--- src/rtl/bst_pkg.sv ---
// Package for the bounded set table: request and result word types, mode codes
// and default sizes. It depends on nothing else and is used by every module.
`timescale 1ns / 1ps

package bst_pkg;

    // Default number of entries the set can hold.
    localparam int C_CAPACITY = 16;

    // Widths of the result fields, which the word format fixes.
    localparam int C_POS_W = 4;
    localparam int C_CNT_W = 5;
    localparam int C_VAL_W = 32;

    // Request modes.
    localparam logic [1:0] MODE_ADD    = 2'd0;
    localparam logic [1:0] MODE_REMOVE = 2'd1;
    localparam logic [1:0] MODE_LOOKUP = 2'd2;
    localparam logic [1:0] MODE_CLEAR  = 2'd3;

    typedef struct packed {
        logic [1:0]                mode;
        logic signed [C_VAL_W-1:0] value;
    } t_in_word;

    typedef struct packed {
        logic               success;
        logic [C_POS_W-1:0] position;
        logic [C_CNT_W-1:0] element_count;
    } t_out_word;

    // Access strobes from the sequencer to the element memory.
    typedef struct packed {
        logic rd;
        logic wr;
    } t_mem_ctl;

endpackage

--- src/rtl/bst_mem.sv ---
// Element memory of the bounded set table: one write port and one read port
// with registered read data. Depends on bst_pkg.
`timescale 1ns / 1ps

module bst_mem #(
    parameter int DEPTH = bst_pkg::C_CAPACITY,
    parameter int IDX_W = $clog2(DEPTH)
) (
    input  logic                        i_clk,
    input  bst_pkg::t_mem_ctl           i_ctl,
    input  logic [IDX_W-1:0]            i_wr_addr,
    input  logic [bst_pkg::C_VAL_W-1:0] i_wr_data,
    input  logic [IDX_W-1:0]            i_rd_addr,
    output logic [bst_pkg::C_VAL_W-1:0] o_rd_data
);
    import bst_pkg::*;

    logic [C_VAL_W-1:0] r_mem [DEPTH];
    logic [C_VAL_W-1:0] r_rd_data;

    always_ff @(posedge i_clk) begin
        if (i_ctl.wr) begin
            r_mem[i_wr_addr] <= i_wr_data;
        end
    end

    always_ff @(posedge i_clk) begin
        if (i_ctl.rd) begin
            r_rd_data <= r_mem[i_rd_addr];
        end
    end

    assign o_rd_data = r_rd_data;

endmodule

--- src/rtl/bst_ctrl.sv ---
// Sequencer of the bounded set table: scans the element memory, appends,
// compacts on removal and keeps the count. Depends on bst_pkg.
`timescale 1ns / 1ps

module bst_ctrl #(
    parameter int CAPACITY = bst_pkg::C_CAPACITY,
    parameter int IDX_W    = $clog2(CAPACITY),
    parameter int CNT_W    = $clog2(CAPACITY + 1)
) (
    input  logic                        i_clk,
    input  logic                        i_rst_n,
    input  logic                        i_in_vld,
    output logic                        o_in_stall,
    input  bst_pkg::t_in_word           i_in_word,
    output logic                        o_res_vld,
    input  logic                        i_res_stall,
    output bst_pkg::t_out_word          o_res_word,
    output bst_pkg::t_mem_ctl           o_mem_ctl,
    output logic [IDX_W-1:0]            o_mem_wr_addr,
    output logic [bst_pkg::C_VAL_W-1:0] o_mem_wr_data,
    output logic [IDX_W-1:0]            o_mem_rd_addr,
    input  logic [bst_pkg::C_VAL_W-1:0] i_mem_rd_data
);
    import bst_pkg::*;

    localparam logic [1:0] ST_IDLE  = 2'd0;
    localparam logic [1:0] ST_SCAN  = 2'd1;
    localparam logic [1:0] ST_SHIFT = 2'd2;
    localparam logic [1:0] ST_RESP  = 2'd3;

    logic [1:0]         r_state,    n_state;
    logic [1:0]         r_mode,     n_mode;
    logic [C_VAL_W-1:0] r_val,      n_val;
    logic [CNT_W-1:0]   r_count,    n_count;
    logic [CNT_W-1:0]   r_addr,     n_addr;
    logic               r_pend,     n_pend;
    logic [IDX_W-1:0]   r_pend_idx, n_pend_idx;
    logic [IDX_W-1:0]   r_slot,     n_slot;
    t_out_word          r_res,      n_res;

    logic               w_hit;
    logic               w_fin;
    logic               w_ok;
    logic [IDX_W-1:0]   w_pos;
    logic [IDX_W+C_POS_W-1:0] w_pos_ext;
    logic [CNT_W+C_CNT_W-1:0] w_cnt_ext;

    assign w_hit = r_pend && (i_mem_rd_data == r_val);

    always_comb begin
        n_state    = r_state;
        n_mode     = r_mode;
        n_val      = r_val;
        n_count    = r_count;
        n_addr     = r_addr;
        n_pend     = 1'b0;
        n_pend_idx = r_pend_idx;
        n_slot     = r_slot;
        n_res      = r_res;
        w_fin      = 1'b0;
        w_ok       = 1'b0;
        w_pos      = '0;
        o_mem_ctl     = '0;
        o_mem_rd_addr = r_addr[IDX_W-1:0];
        o_mem_wr_addr = r_count[IDX_W-1:0];
        o_mem_wr_data = r_val;

        unique case (r_state)
            ST_IDLE: begin
                if (i_in_vld) begin
                    n_mode = i_in_word.mode;
                    n_val  = i_in_word.value;
                    n_addr = '0;
                    if (i_in_word.mode == MODE_CLEAR) begin
                        n_count = '0;
                        w_ok    = 1'b1;
                        w_fin   = 1'b1;
                    end else begin
                        n_state = ST_SCAN;
                    end
                end
            end
            ST_SCAN: begin
                if (!w_hit && (r_addr < r_count)) begin
                    // Keep one read in flight while the previous word is compared.
                    o_mem_ctl.rd = 1'b1;
                    n_pend       = 1'b1;
                    n_pend_idx   = r_addr[IDX_W-1:0];
                    n_addr       = CNT_W'(r_addr + 1'b1);
                end else begin
                    case (r_mode)
                        MODE_ADD: begin
                            if (!w_hit && (r_count < CNT_W'(CAPACITY))) begin
                                o_mem_ctl.wr = 1'b1;
                                w_ok    = 1'b1;
                                w_pos   = r_count[IDX_W-1:0];
                                n_count = CNT_W'(r_count + 1'b1);
                            end
                            w_fin = 1'b1;
                        end
                        MODE_REMOVE: begin
                            if (w_hit) begin
                                n_slot  = r_pend_idx;
                                n_addr  = CNT_W'(r_pend_idx) + CNT_W'(1);
                                n_state = ST_SHIFT;
                            end else begin
                                w_fin = 1'b1;
                            end
                        end
                        default: begin
                            w_ok  = w_hit;
                            w_pos = w_hit ? r_pend_idx : '0;
                            w_fin = 1'b1;
                        end
                    endcase
                end
            end
            ST_SHIFT: begin
                // Each entry read above the removed slot is written one place lower.
                if (r_pend) begin
                    o_mem_ctl.wr  = 1'b1;
                    o_mem_wr_addr = IDX_W'(r_pend_idx - 1'b1);
                    o_mem_wr_data = i_mem_rd_data;
                end
                if (r_addr < r_count) begin
                    o_mem_ctl.rd = 1'b1;
                    n_pend       = 1'b1;
                    n_pend_idx   = r_addr[IDX_W-1:0];
                    n_addr       = CNT_W'(r_addr + 1'b1);
                end else if (!r_pend) begin
                    n_count = CNT_W'(r_count - 1'b1);
                    w_ok    = 1'b1;
                    w_pos   = r_slot;
                    w_fin   = 1'b1;
                end
            end
            ST_RESP: begin
                if (!i_res_stall) begin
                    n_state = ST_IDLE;
                end
            end
            default: begin
                n_state = ST_IDLE;
            end
        endcase

        w_pos_ext = {{C_POS_W{1'b0}}, w_pos};
        w_cnt_ext = {{C_CNT_W{1'b0}}, n_count};
        if (w_fin) begin
            n_state             = ST_RESP;
            n_res.success       = w_ok;
            n_res.position      = w_pos_ext[C_POS_W-1:0];
            n_res.element_count = w_cnt_ext[C_CNT_W-1:0];
        end
    end

    always_ff @(posedge i_clk) begin
        if (!i_rst_n) begin
            r_state <= ST_IDLE;
            r_count <= '0;
            r_pend  <= 1'b0;
        end else begin
            r_state <= n_state;
            r_count <= n_count;
            r_pend  <= n_pend;
        end
    end

    always_ff @(posedge i_clk) begin
        r_mode     <= n_mode;
        r_val      <= n_val;
        r_addr     <= n_addr;
        r_pend_idx <= n_pend_idx;
        r_slot     <= n_slot;
        r_res      <= n_res;
    end

    assign o_in_stall = (r_state != ST_IDLE);
    assign o_res_vld  = (r_state == ST_RESP);
    assign o_res_word = r_res;

endmodule

--- src/rtl/bounded_set_table_top.sv ---
// Top level of the bounded set table: sequencer, element memory and output
// register. Depends on bst_pkg, bst_ctrl and bst_mem.
`timescale 1ns / 1ps

// The bounded set table keeps up to CAPACITY distinct 32-bit values in the
// order they were added. Each input word carries a mode (add, remove, lookup,
// clear) and a value; each yields exactly one output word with success, the
// slot concerned and the number of elements held afterwards.
// Both channels use valid and stall: a word moves on a rising edge where valid
// is high and stall is low.
// One request is handled at a time. An add, a lookup or a remove scans the
// held entries from slot zero until the value matches or the count is reached.
// A successful remove then compacts: each entry above the removed slot is read
// and written one slot lower. A clear only resets the count. The element
// memory has a single read port and is scanned one entry per cycle. With a
// free output the next request is taken as soon as the result has left the
// sequencer.
// The output register lets the sequencer take the next request while a result
// still waits; if the receiver keeps stalling, the following result is held in
// the sequencer and the input stalls until the output register drains.
// Reset empties the set (count zero) and clears the sequencer state, pending
// flag and output valid; memory is read only below the count, so is not cleared.
module bounded_set_table_top #(
    parameter int CAPACITY = bst_pkg::C_CAPACITY
) (
    input  logic               i_clk,
    input  logic               i_rst_n,
    input  logic               i_in_vld,
    output logic               o_in_stall,
    input  bst_pkg::t_in_word  i_in_word,
    output logic               o_out_vld,
    input  logic               i_out_stall,
    output bst_pkg::t_out_word o_out_word
);
    import bst_pkg::*;

    localparam int IDX_W = $clog2(CAPACITY);
    localparam int CNT_W = $clog2(CAPACITY + 1);

    t_mem_ctl           w_mem_ctl;
    logic [IDX_W-1:0]   w_mem_wr_addr;
    logic [C_VAL_W-1:0] w_mem_wr_data;
    logic [IDX_W-1:0]   w_mem_rd_addr;
    logic [C_VAL_W-1:0] w_mem_rd_data;

    logic               w_res_vld;
    logic               w_res_stall;
    t_out_word          w_res_word;

    logic               r_out_vld;
    t_out_word          r_out_word;

    bst_ctrl #(
        .CAPACITY (CAPACITY),
        .IDX_W    (IDX_W),
        .CNT_W    (CNT_W)
    ) u_ctrl (
        .i_clk         (i_clk),
        .i_rst_n       (i_rst_n),
        .i_in_vld      (i_in_vld),
        .o_in_stall    (o_in_stall),
        .i_in_word     (i_in_word),
        .o_res_vld     (w_res_vld),
        .i_res_stall   (w_res_stall),
        .o_res_word    (w_res_word),
        .o_mem_ctl     (w_mem_ctl),
        .o_mem_wr_addr (w_mem_wr_addr),
        .o_mem_wr_data (w_mem_wr_data),
        .o_mem_rd_addr (w_mem_rd_addr),
        .i_mem_rd_data (w_mem_rd_data)
    );

    bst_mem #(
        .DEPTH (CAPACITY),
        .IDX_W (IDX_W)
    ) u_mem (
        .i_clk     (i_clk),
        .i_ctl     (w_mem_ctl),
        .i_wr_addr (w_mem_wr_addr),
        .i_wr_data (w_mem_wr_data),
        .i_rd_addr (w_mem_rd_addr),
        .o_rd_data (w_mem_rd_data)
    );

    // The output register takes a new result whenever it is empty or its word
    // is being taken in the same cycle.
    assign w_res_stall = r_out_vld && i_out_stall;

    always_ff @(posedge i_clk) begin
        if (!i_rst_n) begin
            r_out_vld <= 1'b0;
        end else if (!w_res_stall) begin
            r_out_vld <= w_res_vld;
        end
    end

    always_ff @(posedge i_clk) begin
        if (w_res_vld && !w_res_stall) begin
            r_out_word <= w_res_word;
        end
    end

    assign o_out_vld  = r_out_vld;
    assign o_out_word = r_out_word;

    // One request at a time: an accepted word always stalls the input next cycle.
    a_one_at_a_time: assert property (@(posedge i_clk) disable iff (!i_rst_n)
        (i_in_vld && !o_in_stall) |=> o_in_stall)
        else $error("input accepted while a request was still in progress");

    // A result held back by the output register stays offered unchanged.
    a_res_held: assert property (@(posedge i_clk) disable iff (!i_rst_n)
        (w_res_vld && w_res_stall) |=> (w_res_vld && $stable(w_res_word)))
        else $error("pending result dropped or changed while stalled");

    // The memory is never touched while the sequencer waits for a request.
    a_mem_quiet: assert property (@(posedge i_clk) disable iff (!i_rst_n)
        (!o_in_stall) |-> (w_mem_ctl == '0))
        else $error("memory access while the sequencer is idle");

    // A new output word only appears when the sequencer offered one.
    a_out_source: assert property (@(posedge i_clk) disable iff (!i_rst_n)
        $rose(o_out_vld) |-> $past(w_res_vld))
        else $error("output word appeared without a result");

endmodule

--- config.mk ---
export PLATFORM = sky130hd
export DESIGN_NAME = bounded_set_table_top
export DESIGN_NICKNAME = d
export VERILOG_FILES = /design/src/rtl/bst_pkg.sv /design/src/rtl/bst_mem.sv /design/src/rtl/bst_ctrl.sv /design/src/rtl/bounded_set_table_top.sv
export SDC_FILE = /design/constraint.sdc
export NUM_CORES = 1
export LEC_CHECK = 0
export BUFFER_PORTS_ARGS = -buffer_cell sky130_fd_sc_hd__buf_2
export CORE_UTILIZATION = 45
export DETAILED_ROUTE_END_ITERATION = 16
export MAX_ROUTING_LAYER = met4
export REMOVE_ABC_BUFFERS = 1
export SYNTH_ARGS = -nofsm -noshare
export SYNTH_HDL_FRONTEND = slang
export SYNTH_SLANG_ARGS = --single-unit
--- constraint.sdc ---
create_clock -name i_clk -period 4.6 [get_ports i_clk]
set_clock_uncertainty 0.2 [all_clocks]
set_input_delay 0.92 -clock i_clk [delete_from_list [all_inputs] [get_ports i_clk]]
set_output_delay 0.92 -clock i_clk [all_outputs]
set_load 0.05 [all_outputs]
==> results by group, run 1 <==
Status
  • Outcome: completed

Placed design
  • HPWL after DPL: 29.78 mm
  • Final Wtd Congestion: roughly 0.83
  • I/O Buffers: 49

Synth
  • Top FF cell, synth: edfxtp_1
  • FF+latch count, synth: 620
  • Sequential-to-total area share from yosys stat: 0.7591
  • Syn. warnings: 0
  • Ys async rst share: 0
  • Post-synth EDFFs: ~610
  • Syn Inst Count: around 1100
  • Syn Area/Cell: between 20 and 25 µm²
  • Mapped Area: approximately 24000 µm²
  • Synth cell types: 50

Finish
  • Final net count: 1295
  • Share of cells above drive strength 1: 0.2995
  • Seq. cell area: 18530 µm²
  • Area of the multi-input gates: 5723 µm²
  • Filler instances: 4071
  • # diodes: 0
  • Area Overhead vs Synth: 13.87%

Floorplanning
  • Core Area: 53080 µm²
  • Initial Util: 0.4599
  • Row cnt: 84
  • Total die area: 55170 µm²
  • Die H: 234.9 µm
  • I/O Pins: 50
  • Chip width: 234.9 µm

Power
  • Switch share: 0.2872
  • Comb pwr share: 0.250
  • P_sw: 4.597 mW
  • Sequential Power Share: 0.441
  • Peak VDD IR: 0.0006518 V
  • Internal power: 11.41 mW
  • Power Density: 575.9 nW/µm²
  • P_leak: between 8 and 9 nW
  • Power Total: around 16 mW
  • Clk pwr share: 0.309

Detailed routing
  • WL per Instance: 27.06 µm
  • Drc violations: 0
  • Pre-Repair DR Iteration Count: 5
  • Routed vias: 11660
  • Initial DRC Count: between 1000 and 1500
  • Via density: 5.899
  • WL final: 53.50 mm
  • Detail Route Antenna Nets: 0

STA
  • Final Hold Viols: 0
  • Fin Hold WS: 0.2139 ns
  • Min cycle time layout: 3.989 ns
  • Slew Viols, Final: 0
  • Slew headroom: 0.3582
  • Period utilization: 0.8672
  • Final Setup Violations: 0
  • Unrepaired setup endpoints after global routing: false
  • FMAX: 250.7 MHz
  • Slew @ Worst Pin: 0.9627 ns

Clocking
  • Cts bufs inserted: 67
  • TritonCTS clock tree: done
  • TritonCTS Sinks: 620
  • CTS Hold Bufs: 0
  • CTS clk-pin slew, worst paths: 0.06 ns
  • PostCTS Resize Cnt: 0
  • H-tree levels: 3
  • Longest Clk Path Bufs: 3
  • CTS Root Cell: clkbuf_16
  • Post-CTS setup buffers: 0
  • Worst-Skew Late Latency: 0.61 ns

Critical path
  • CP Max Fanout: 32
  • CP Capture Type: flip-flop
  • Startpoint Class: flip-flop
  • Worst EP required: about 4.6 ns
  • Reg2reg end: u_mem.r_mem[7][22]
  • Worst Reg2Reg Path Length in Cells: 11
  • R2R setup slack: 0.61 ns
  • Crit Path Category: flip-flop to flip-flop
  • Critical path arrival: 4.02 ns
  • Critical R2R Launch: u_ctrl.r_count[1]

Global route
  • Largest net degree at the start of global routing: around 130
  • Remaining Overflow, GRT: 0
  • Initial antenna violation count: 0
  • Overall Global Routing Usage: 0.2068
  • Vias in the first global route: between 10000 and 15000
  • First-pass GRT wire length: 80.36 mm

Worst hold path
  • HP Start: u_ctrl.o_res_word[4]
  • Worst hold-check path type: flip-flop to flip-flop
  • Min-Delay Endpoint: o_out_word[4]
  • Hold depth: 0

Flow run
  • Max cap viols: 0
[metal layers]
metal	vias up	global-route usage	share of wire
met5	-	-	0
met4	0	0.05961	0.026
li1	4979	-	-
met3	93	0.03936	0.054
met1	6240	0.2929	0.45
met2	351	0.3074	0.47
[state kept, by name, indices dropped and copies added (netlist names), 2 cells and up]
name / count
u_ctrl.r_slot: 4
o_out_word: 10
u_ctrl.o_res_word: 10
u_ctrl.r_count: 5
u_ctrl.r_addr: 5
u_ctrl.r_pend_idx: 4
u_ctrl.r_mode: 2
u_ctrl.r_val: 32
u_mem.o_rd_data: 32
u_mem.r_mem: 512
u_ctrl.r_state: 2
[layout by cell type (no fill, tap or decap), types with 18 or more instances in the layout]
cell,netlist,layout
clkbuf_16,0,68
buf_4,0,38
nand2_1,27,26
buf_2,1,49
nand4_1,19,19
edfxtp_1,611,611
o21ai_0,18,18
mux4_2,160,160
mux2_2,31,31
inv_1,19,18
xnor2_1,37,37
[worst max-delay path by stage]
stage,from,to,cells after the start
3_5_place_dp,u_ctrl.r_count[1],u_mem.r_mem[7][25],11
5_1_grt,u_ctrl.r_count[1],u_mem.r_mem[6][22],11
4_1_cts,u_ctrl.r_count[1],u_mem.r_mem[7][14],11
2_1_floorplan,u_ctrl.r_addr[0],u_mem.r_mem[13][0],7
6_report,u_ctrl.r_count[1],u_mem.r_mem[7][22],11
3_3_place_gp,u_ctrl.r_count[1],u_mem.r_mem[7][25],11
[cell type report]
cell class,instances,share of cell area
Inverter,19,0.002566
Clock inverter,33,0.009499
Clock buffer,82,0.06312
Timing Repair Buffer,90,0.02125
Tap cell,688,0.03097
Sequential cell,620,0.6667
Multi-Input combinational cell,445,0.2059
[cell families (layout without fill, tap and decap cells)]
| group | count (synthesis) | after routing | share of synthesized area |
|---|---|---|---|
| AOI/OAI and AO/OA | 68 | 68 | 0.01943 |
| xor gates and xnor gates | 39 | 39 | 0.01400 |
| adders and majority gates | 14 | 14 | 0.007177 |
| buffers and inverters | 74 | 224 | 0.01174 |
| DFF | 620 | 620 | 0.7591 |
| muxes | 191 | 191 | 0.1619 |
| and+or+nand+nor | 133 | 133 | 0.02661 |
[critical path, cell delays in order (launching register included)]
cell	delay (ns)
dfxtp_1	0.49
inv_1	0.14
ha_1	0.30
o211ai_1	0.09
o21ai_2	0.24
o21ai_2	0.15
or4_1	0.59
nor4_1	0.46
o21ai_1	0.13
buf_4	0.19
nor2_4	0.07
buf_4	0.54
[per-stage QoR]
step	area (µm²)	TNS, ns	utilization	setup slack (ns)	instances
final	27790	0	0.5236	0.6107	1977
after global routing	27790	0	0.5236	0.3257	1977
after CTS	27790	0	0.5236	0.6294	1977
after detailed placement	25770	0	0.4856	0.6457	1862
after global placement	25770	0	0.4856	0.6501	1862
after floorplan	24190	-2258.06	-	-3.963	1084
[power by group through the flow]
| stage | Combinational [mW] | Clock (mW) | Sequential, mW |
|---|---|---|---|
| after floorplan | 2.71 | 0 | 7.60 |
| after global placement | 4.03 | 0 | 7.17 |
| after detailed placement | 4.05 | 0 | 7.17 |
| after CTS | 4.06 | 5.06 | 7.06 |
| after global routing | 4.34 | 5.25 | 7.09 |
| final | 4.00 | 4.95 | 7.06 |
[cells in the mapped netlist (2+ instances only)]
cell type,number,area [µm²]
o21ai_0,18,90.09
nor3b_1,4,30.03
o2bb2ai_1,2,17.52
o211ai_1,2,15.01
nor2_1,34,127.6
o21a_1,5,37.54
o311a_1,2,20.02
a32o_1,4,40.04
or3_1,2,12.51
mux2_2,31,349.1
o21ai_1,5,25.02
nor3_1,12,60.06
xnor2_1,37,324.1
a211oi_1,2,15.01
nand2b_1,2,12.51
dfxtp_1,9,180.2
xor2_1,2,17.52
o21ai_2,2,17.52
nand2_1,27,101.4
nand4_1,19,118.9
edfxtp_1,611,18350
mux4_2,160,3603
nand3_1,17,85.08
a21oi_1,7,35.03
clkbuf_1,39,146.4
o32ai_1,4,35.03
inv_1,19,71.32
ha_1,14,175.2
a21boi_0,2,15.01
buf_1,14,52.55
nor4_1,7,43.79
and2_1,3,18.77
o311ai_0,2,17.52
and3_1,3,18.77
Note: power is estimated with default switching activity, not from simulation.
==> run 2, diff against run 1 <==
==> constraint.sdc (replaced) <==
create_clock -name i_clk -period 5.1 [get_ports i_clk]
set_clock_uncertainty 0.2 [all_clocks]
set_input_delay 1.02 -clock i_clk [delete_from_list [all_inputs] [get_ports i_clk]]
set_output_delay 1.02 -clock i_clk [all_outputs]
set_load 0.05 [all_outputs]
==> run 2 against run 1 <==
  * First-iteration DRC count up 8.1%
  * Die area stayed put
  * Worst setup slack worse by 0.052 ns
  * Largest cell class unchanged
  * Utilization is 0.24 points lower
==> results by group, run 2 (synthesis results as in run 1) <==
Status
  • Outcome: completed

Global route
  • Largest net degree at the start of global routing: 89
  • Overall Global Routing Usage: 0.1998
  • Remaining Overflow, GRT: 0
  • First-pass GRT wire length: about 80 mm
  • Vias in the first global route: 11720
  • Initial antenna violation count: 1

STA
  • Min cycle time layout: 4.541 ns
  • TNS Setup: 0 ns
  • Slew @ Worst Pin: 1.108 ns
  • Final Setup Violations: 0
  • Slew headroom: 0.2611
  • FMAX: 220.2 MHz
  • Period utilization: 0.8904
  • Unrepaired setup endpoints after global routing: false
  • Final Hold Viols: 0
  • Slew Viols, Final: 0
  • Fin Hold WS: approximately 0.22 ns

Critical path
  • Critical R2R Launch: u_ctrl.r_val[24]
  • CP Depth: 8
  • Largest delay share family, worst path: simple AND/OR/NAND/NOR gates
  • Critical path buffer and inverter count: 1
  • Startpoint Class: flip-flop
  • Crit-path cells: xnor2_1 > nand4_1 > nor3_1 > nand3_1 > and2_1 > a21oi_1 > nor2_4 > buf_4
  • Worst EP required: 5.25 ns
  • Reg2reg end: u_mem.o_rd_data[5]
  • Critical Path Start: u_ctrl.r_val[24]
  • CP Capture Type: flip-flop
  • CP Capture Point: u_mem.o_rd_data[5]
  • Crit Path Category: flip-flop to flip-flop
  • Critical path's slowest cell: nor3_1
  • Critical path arrival: 4.69 ns
  • CP peak stage delay: 0.93 ns
  • R2R setup slack: 0.56 ns
  • CP Max Fanout: 19
  • Worst Reg2Reg Path Length in Cells: 8

Clocking
  • TritonCTS clock tree: done
  • PostCTS Resize Cnt: 0
  • Post-CTS setup buffers: 0
  • CTS clk-pin slew, worst paths: 0.06 ns
  • H-tree levels: 2
  • TritonCTS Sinks: 620
  • Longest Clk Path Bufs: 3
  • Worst-Skew Late Latency: 0.65 ns
  • Cts bufs inserted: 61
  • CTS Root Cell: clkbuf_16
  • CTS Hold Bufs: 0

Worst hold path
  • Worst hold-check path type: flip-flop to flip-flop

Floorplanning
  • Total die area: 55170 µm²
  • I/O Pins: 50
  • Core Area: roughly 53000 µm²
  • Die H: 234.9 µm
  • Chip width: about 230 µm
  • Initial Util: 0.4599
  • Row cnt: 84

Detailed routing
  • Routed vias: ~11000
  • Initial DRC Count: between 1000 and 1500
  • Detail Route Antenna Nets: 0
  • WL final: 52.44 mm
  • Via density: approximately 5.8
  • Pre-Repair DR Iteration Count: 5
  • Drc violations: 0
  • WL per Instance: 26.64 µm

Power
  • Internal power: 10.09 mW
  • Peak VDD IR: 0.0003528 V
  • Clk pwr share: 0.299
  • Switch share: 0.2874
  • Comb pwr share: 0.252
  • P_leak: 8.533 nW
  • P_sw: ~4 mW
  • Sequential Power Share: 0.449
  • Power Density: 511.9 nW/µm²

Placed design
  • DP Area: 25780 µm²
  • HPWL after DPL: 30.96 mm
  • I/O Buffers: 49
  • Final Wtd Congestion: just under 0.9
  • Placed Instances: ~1900

Finish
  • Max FFs per register: 512
  • Post-route design area: 27670 µm²
  • Finished Layout Cells: 1968
  • Final design utilization: 0.5212
  • # diodes: 0
  • Final net count: around 1300
  • Share of cells above drive strength 1: 0.2961
  • Filler instances: 4078
  • Area Overhead vs Synth: 13.35%
  • Commonest non-fill, non-tap cells in the layout: edfxtp_1, mux4_2, clkbuf_16
  • Register with the most flip-flops: u_mem.r_mem
  • Leading cell type in the layout, fill and taps excluded: edfxtp_1

Flow run
  • Max cap viols: 0
-- run 2: cell count changes in the layout (fill, tap and decap cells not counted), sizes merged --
cell,previous run,this run
buf,90,82
inv,21,19
bufinv,1,2
clkinvlp,0,4
clkbuf,82,77
clkinv,30,31
-- run 2: how the worst min path moves through the flow --
stage	start	end	slack, ns	cells past startpoint
after CTS	u_ctrl.o_res_word[7]	o_out_word[7]	0.22	0
after global routing	u_ctrl.o_res_word[0]	o_out_word[0]	0.23	0
after global placement	u_ctrl.o_res_word[5]	o_out_word[5]	0.20	0
final	u_ctrl.o_res_word[7]	o_out_word[7]	0.22	0
after floorplan	u_ctrl.o_res_word[0]	o_out_word[0]	0.20	0
after detailed placement	u_ctrl.o_res_word[7]	o_out_word[7]	0.20	0
-- run 2: layer usage --
| metal | track usage | vias to the layer above | share of wire |
|---|---|---|---|
| li1 | - | 4965 | - |
| met1 | 0.2873 | 6103 | 0.45 |
| met2 | 0.3033 | 361 | 0.48 |
| met3 | 0.02549 | 70 | 0.051 |
| met4 | 0.05403 | 0 | 0.019 |
| met5 | - | - | 0 |
-- run 2: cell type report --
| cell class | count | area, µm² | area share |
|---|---|---|---|
| timing repair buffer | 82 | 593.1 | 0.02144 |
| tap | 688 | 860.8 | 0.03112 |
| clock inverter | 37 | 281.5 | 0.01018 |
| sequential | 620 | 18530 | 0.6697 |
| multi-input combinational | 445 | 5723 | 0.2069 |
| inverter | 19 | 71.32 | 0.002578 |
| clock buffer | 77 | 1608 | 0.05812 |
-- run 2: through the flow --
stage	power (mW)	worst slack, ns
after global placement	10.07	0.6249
final	14.16	0.5590
after CTS	14.31	0.5571
after global routing	14.74	0.2680
after detailed placement	10.10	0.5918
after floorplan	9.301	-3.463
-- run 2: power groups by stage --
stage	Sequential [mW]	Combinational [mW]	Clock, mW
floorplan	6.85	2.45	0
global placement	6.46	3.61	0
detailed placement	6.47	3.63	0
CTS	6.36	3.63	4.31
global route	6.39	3.86	4.48
finish	6.36	3.57	4.23
==> run 3, diff against run 2 <==
--- a/config.mk
+++ b/config.mk
@@ -5,10 +5,12 @@
 export SDC_FILE = /design/constraint.sdc
 export NUM_CORES = 1
 export LEC_CHECK = 0
+export ABC_AREA = 1
 export BUFFER_PORTS_ARGS = -buffer_cell sky130_fd_sc_hd__buf_2
 export CORE_UTILIZATION = 45
 export DETAILED_ROUTE_END_ITERATION = 16
 export MAX_ROUTING_LAYER = met4
+export RECOVER_POWER = 100
 export REMOVE_ABC_BUFFERS = 1
 export SYNTH_ARGS = -nofsm -noshare
 export SYNTH_HDL_FRONTEND = slang
==> run 3 against run 2 <==
  * The flow now finishes with violations (capacitance limit, slew limit)
  * Critical path depth grew 5
  * Clock-buffer cell count shrank 1
  * Clock power grew 14%
  * Largest power group unchanged
  * Critical path type unchanged
  * First-iteration DRC count grew 63%
==> results by group, run 3 <==
Critical path
  • CP Max Fanout: 17
  • CP Capture Type: flip-flop
  • Critical path arrival: 4.31 ns
  • CP Depth: 13
  • Startpoint Class: flip-flop
  • Largest delay share family, worst path: simple AND/OR/NAND/NOR gates
  • Critical path's slowest cell: nor2_4
  • Crit-path cells: clkinv_1 > ha_1 > nand2_1 > inv_1 > o21ai_0 > nand3_1 > inv_1 > nor2_1 > nand2_4 > a21oi_4 > nand3_1 > nor2_4 > buf_4
  • Worst Reg2Reg Path Length in Cells: 13
  • CP peak stage delay: 0.61 ns
  • Critical path buffer and inverter count: 4
  • Worst EP required: 5.15 ns
  • Crit Path Category: flip-flop to flip-flop

Clocking
  • CTS clk-pin slew, worst paths: 0.06 ns
  • Longest Clk Path Bufs: 3
  • TritonCTS Sinks: a little over 600
  • Cts bufs inserted: 66
  • Worst-Skew Late Latency: 0.61 ns
  • CTS Root Cell: clkbuf_16
  • PostCTS Resize Cnt: 0
  • CTS Hold Bufs: 0
  • H-tree levels: 3
  • Post-CTS setup buffers: 0
  • TritonCTS clock tree: done

Synth
  • Syn Area/Cell: 12.62 µm²
  • FF+latch count, synth: 620
  • Mapped Area: 25170 µm²
  • Syn Inst Count: 1995
  • Syn. warnings: 0
  • Commonest cells in the netlist: edfxtp_1, nand2_1, o21ai_0, nor2_1, a21oi_1
  • Sequential-to-total area share from yosys stat: 0.7360
  • Top FF cell, synth: edfxtp_1
  • Post-synth EDFFs: ~610
  • Synth top area cells: edfxtp_1, o21ai_0, nand2_1
  • Yosys top cell area share: 0.7288
  • Area leader, netlist: edfxtp_1
  • Most numerous cell in the Yosys netlist: edfxtp_1
  • Synth cell types: 38
  • Ys async rst share: 0

Worst hold path
  • Worst hold-check path type: flip-flop to flip-flop
  • Hold depth: 0

Finish
  • Share of cells above drive strength 1: 0.09013
  • Commonest non-fill, non-tap cells in the layout: edfxtp_1, nand2_1, o21ai_0
  • Max FFs per register: 512
  • Finished Layout Cells: roughly 2900
  • Final net count: 2108
  • Filler instances: 4722
  • Post-route design area: ~28000 µm²
  • Area Overhead vs Synth: 13.20%
  • Register with the most flip-flops: u_mem.r_mem
  • # diodes: 0
  • Final design utilization: 0.5163
  • Leading cell type in the layout, fill and taps excluded: edfxtp_1

STA
  • Min cycle time layout: between 4 and 5 ns
  • Unrepaired setup endpoints after global routing: false
  • FMAX: 235.1 MHz
  • Setup ws final: 0.8469 ns
  • Final Hold Viols: 0
  • Period utilization: 0.8339
  • Slew Viols, Final: 489
  • Slew headroom: -0.7528
  • Final Setup Violations: 0
  • Slew @ Worst Pin: 2.602 ns

Detailed routing
  • Via density: 5.788
  • Pre-Repair DR Iteration Count: 5
  • Detail Route Antenna Nets: 0
  • WL per Instance: between 20 and 25 µm
  • WL final: a little under 70 mm
  • Routed vias: 16530
  • Drc violations: 0
  • Initial DRC Count: between 1500 and 2000

Floorplanning
  • Die H: 238.5 µm
  • I/O Pins: 50
  • Total die area: 56890 µm²
  • Core Area: between 50000 and 60000 µm²
  • Chip width: around 240 µm
  • Initial Util: 0.4560
  • Row cnt: between 80 and 90

Global route
  • Largest net degree at the start of global routing: 145
  • Remaining Overflow, GRT: 0
  • Vias in the first global route: 15930
  • Overall Global Routing Usage: 0.2531
  • First-pass GRT wire length: 102.4 mm
  • Initial antenna violation count: 1

Power
  • Sequential Power Share: 0.400
  • P_sw: 5.773 mW
  • Peak VDD IR: a little under 0.0003 V
  • Switch share: 0.3592
  • Comb pwr share: 0.300
  • Internal power: 10.30 mW
  • P_leak: ~10 nW
  • Power Density: 564.0 nW/µm²
  • Clk pwr share: 0.299

Placed design
  • Post-Place Setup Slack: 1.320 ns
  • HPWL after DPL: 41.03 mm
  • Placed Instances: 2736
  • I/O Buffers: 49
  • DP Area: approximately 27000 µm²
  • Final Wtd Congestion: 0.8893

Flow run
  • Max cap viols: 19

Status
  • Outcome: complete, but fails checks
  • Failing checks: capacitance limit, slew limit
run 3: path summary, 6_finish.rpt:
| path | endpoint | start | slack, ns |
|---|---|---|---|
| worst min register to register | o_out_word[0] | u_ctrl.o_res_word[0] | 0.21 |
| worst max register to register | u_mem.r_mem[10][9] | u_ctrl.r_count[2] | 0.85 |
| worst max-delay path | u_mem.r_mem[10][9] | u_ctrl.r_count[2] | 0.85 |
| worst min-delay path | o_out_word[0] | u_ctrl.o_res_word[0] | 0.21 |
run 3: cell type report:
type                    instances  area (µm²)  area share
repair buffers                 98       568.0     0.01993
clock inverters                44       444.2     0.01559
multi-input cells            1155        5874      0.2061
inverters                     115       436.7     0.01532
clock buffers                  76        1710     0.06002
flip-flops and latches        620       18530      0.6502
well taps                     748       935.9     0.03284
run 3: power by group through the flow:
stage               clock, mW  sequential (mW)  combinational (mW)
floorplan                   0             6.76                2.72
finish                   4.81             6.44                4.82
global route             5.06             6.46                5.27
global placement            0             6.51                4.89
CTS                      4.88             6.42                4.94
detailed placement          0             6.52                4.91
run 3: per-layer routing:
metal | wire [µm] | vias up | global-route usage
met5 | 0 | - | -
met4 | 1660 | 0 | 0.08003
met3 | 6030 | 108 | 0.03164
met2 | 32840 | 801 | 0.3953
met1 | 28410 | 8175 | 0.3473
li1 | - | 7446 | -
run 3: logic make-up after synthesis:
family / Yosys count / share of synthesized area
and+or+nand+nor: 568 / 0.09374
buffers and inverters: 220 / 0.03300
AOI/OAI and AO/OA: 560 / 0.1258
adders and majority gates: 14 / 0.006958
xor gates and xnor gates: 13 / 0.004523
DFF: 620 / 0.7360
run 3: worst register-to-register path: cells and delay by family, from the launching register on:
kind / cells / cell delay, ns
adders and majority gates: 1 / 0.40
DFF: 1 / 0.36
AOI/OAI and AO/OA: 2 / 0.26
buffers and inverters: 4 / 0.90
and+or+nand+nor: 6 / 1.77
run 3: per-stage QoR:
step,setup TNS [ns],total power [mW],hold slack [ns]
6_report,0,16.07,0.2136
5_1_grt,0,16.78,0.2195
3_5_place_dp,0,11.44,0.2066
3_3_place_gp,0,11.40,0.2014
2_1_floorplan,-1906.69,9.471,0.2003
4_1_cts,0,16.23,0.2154
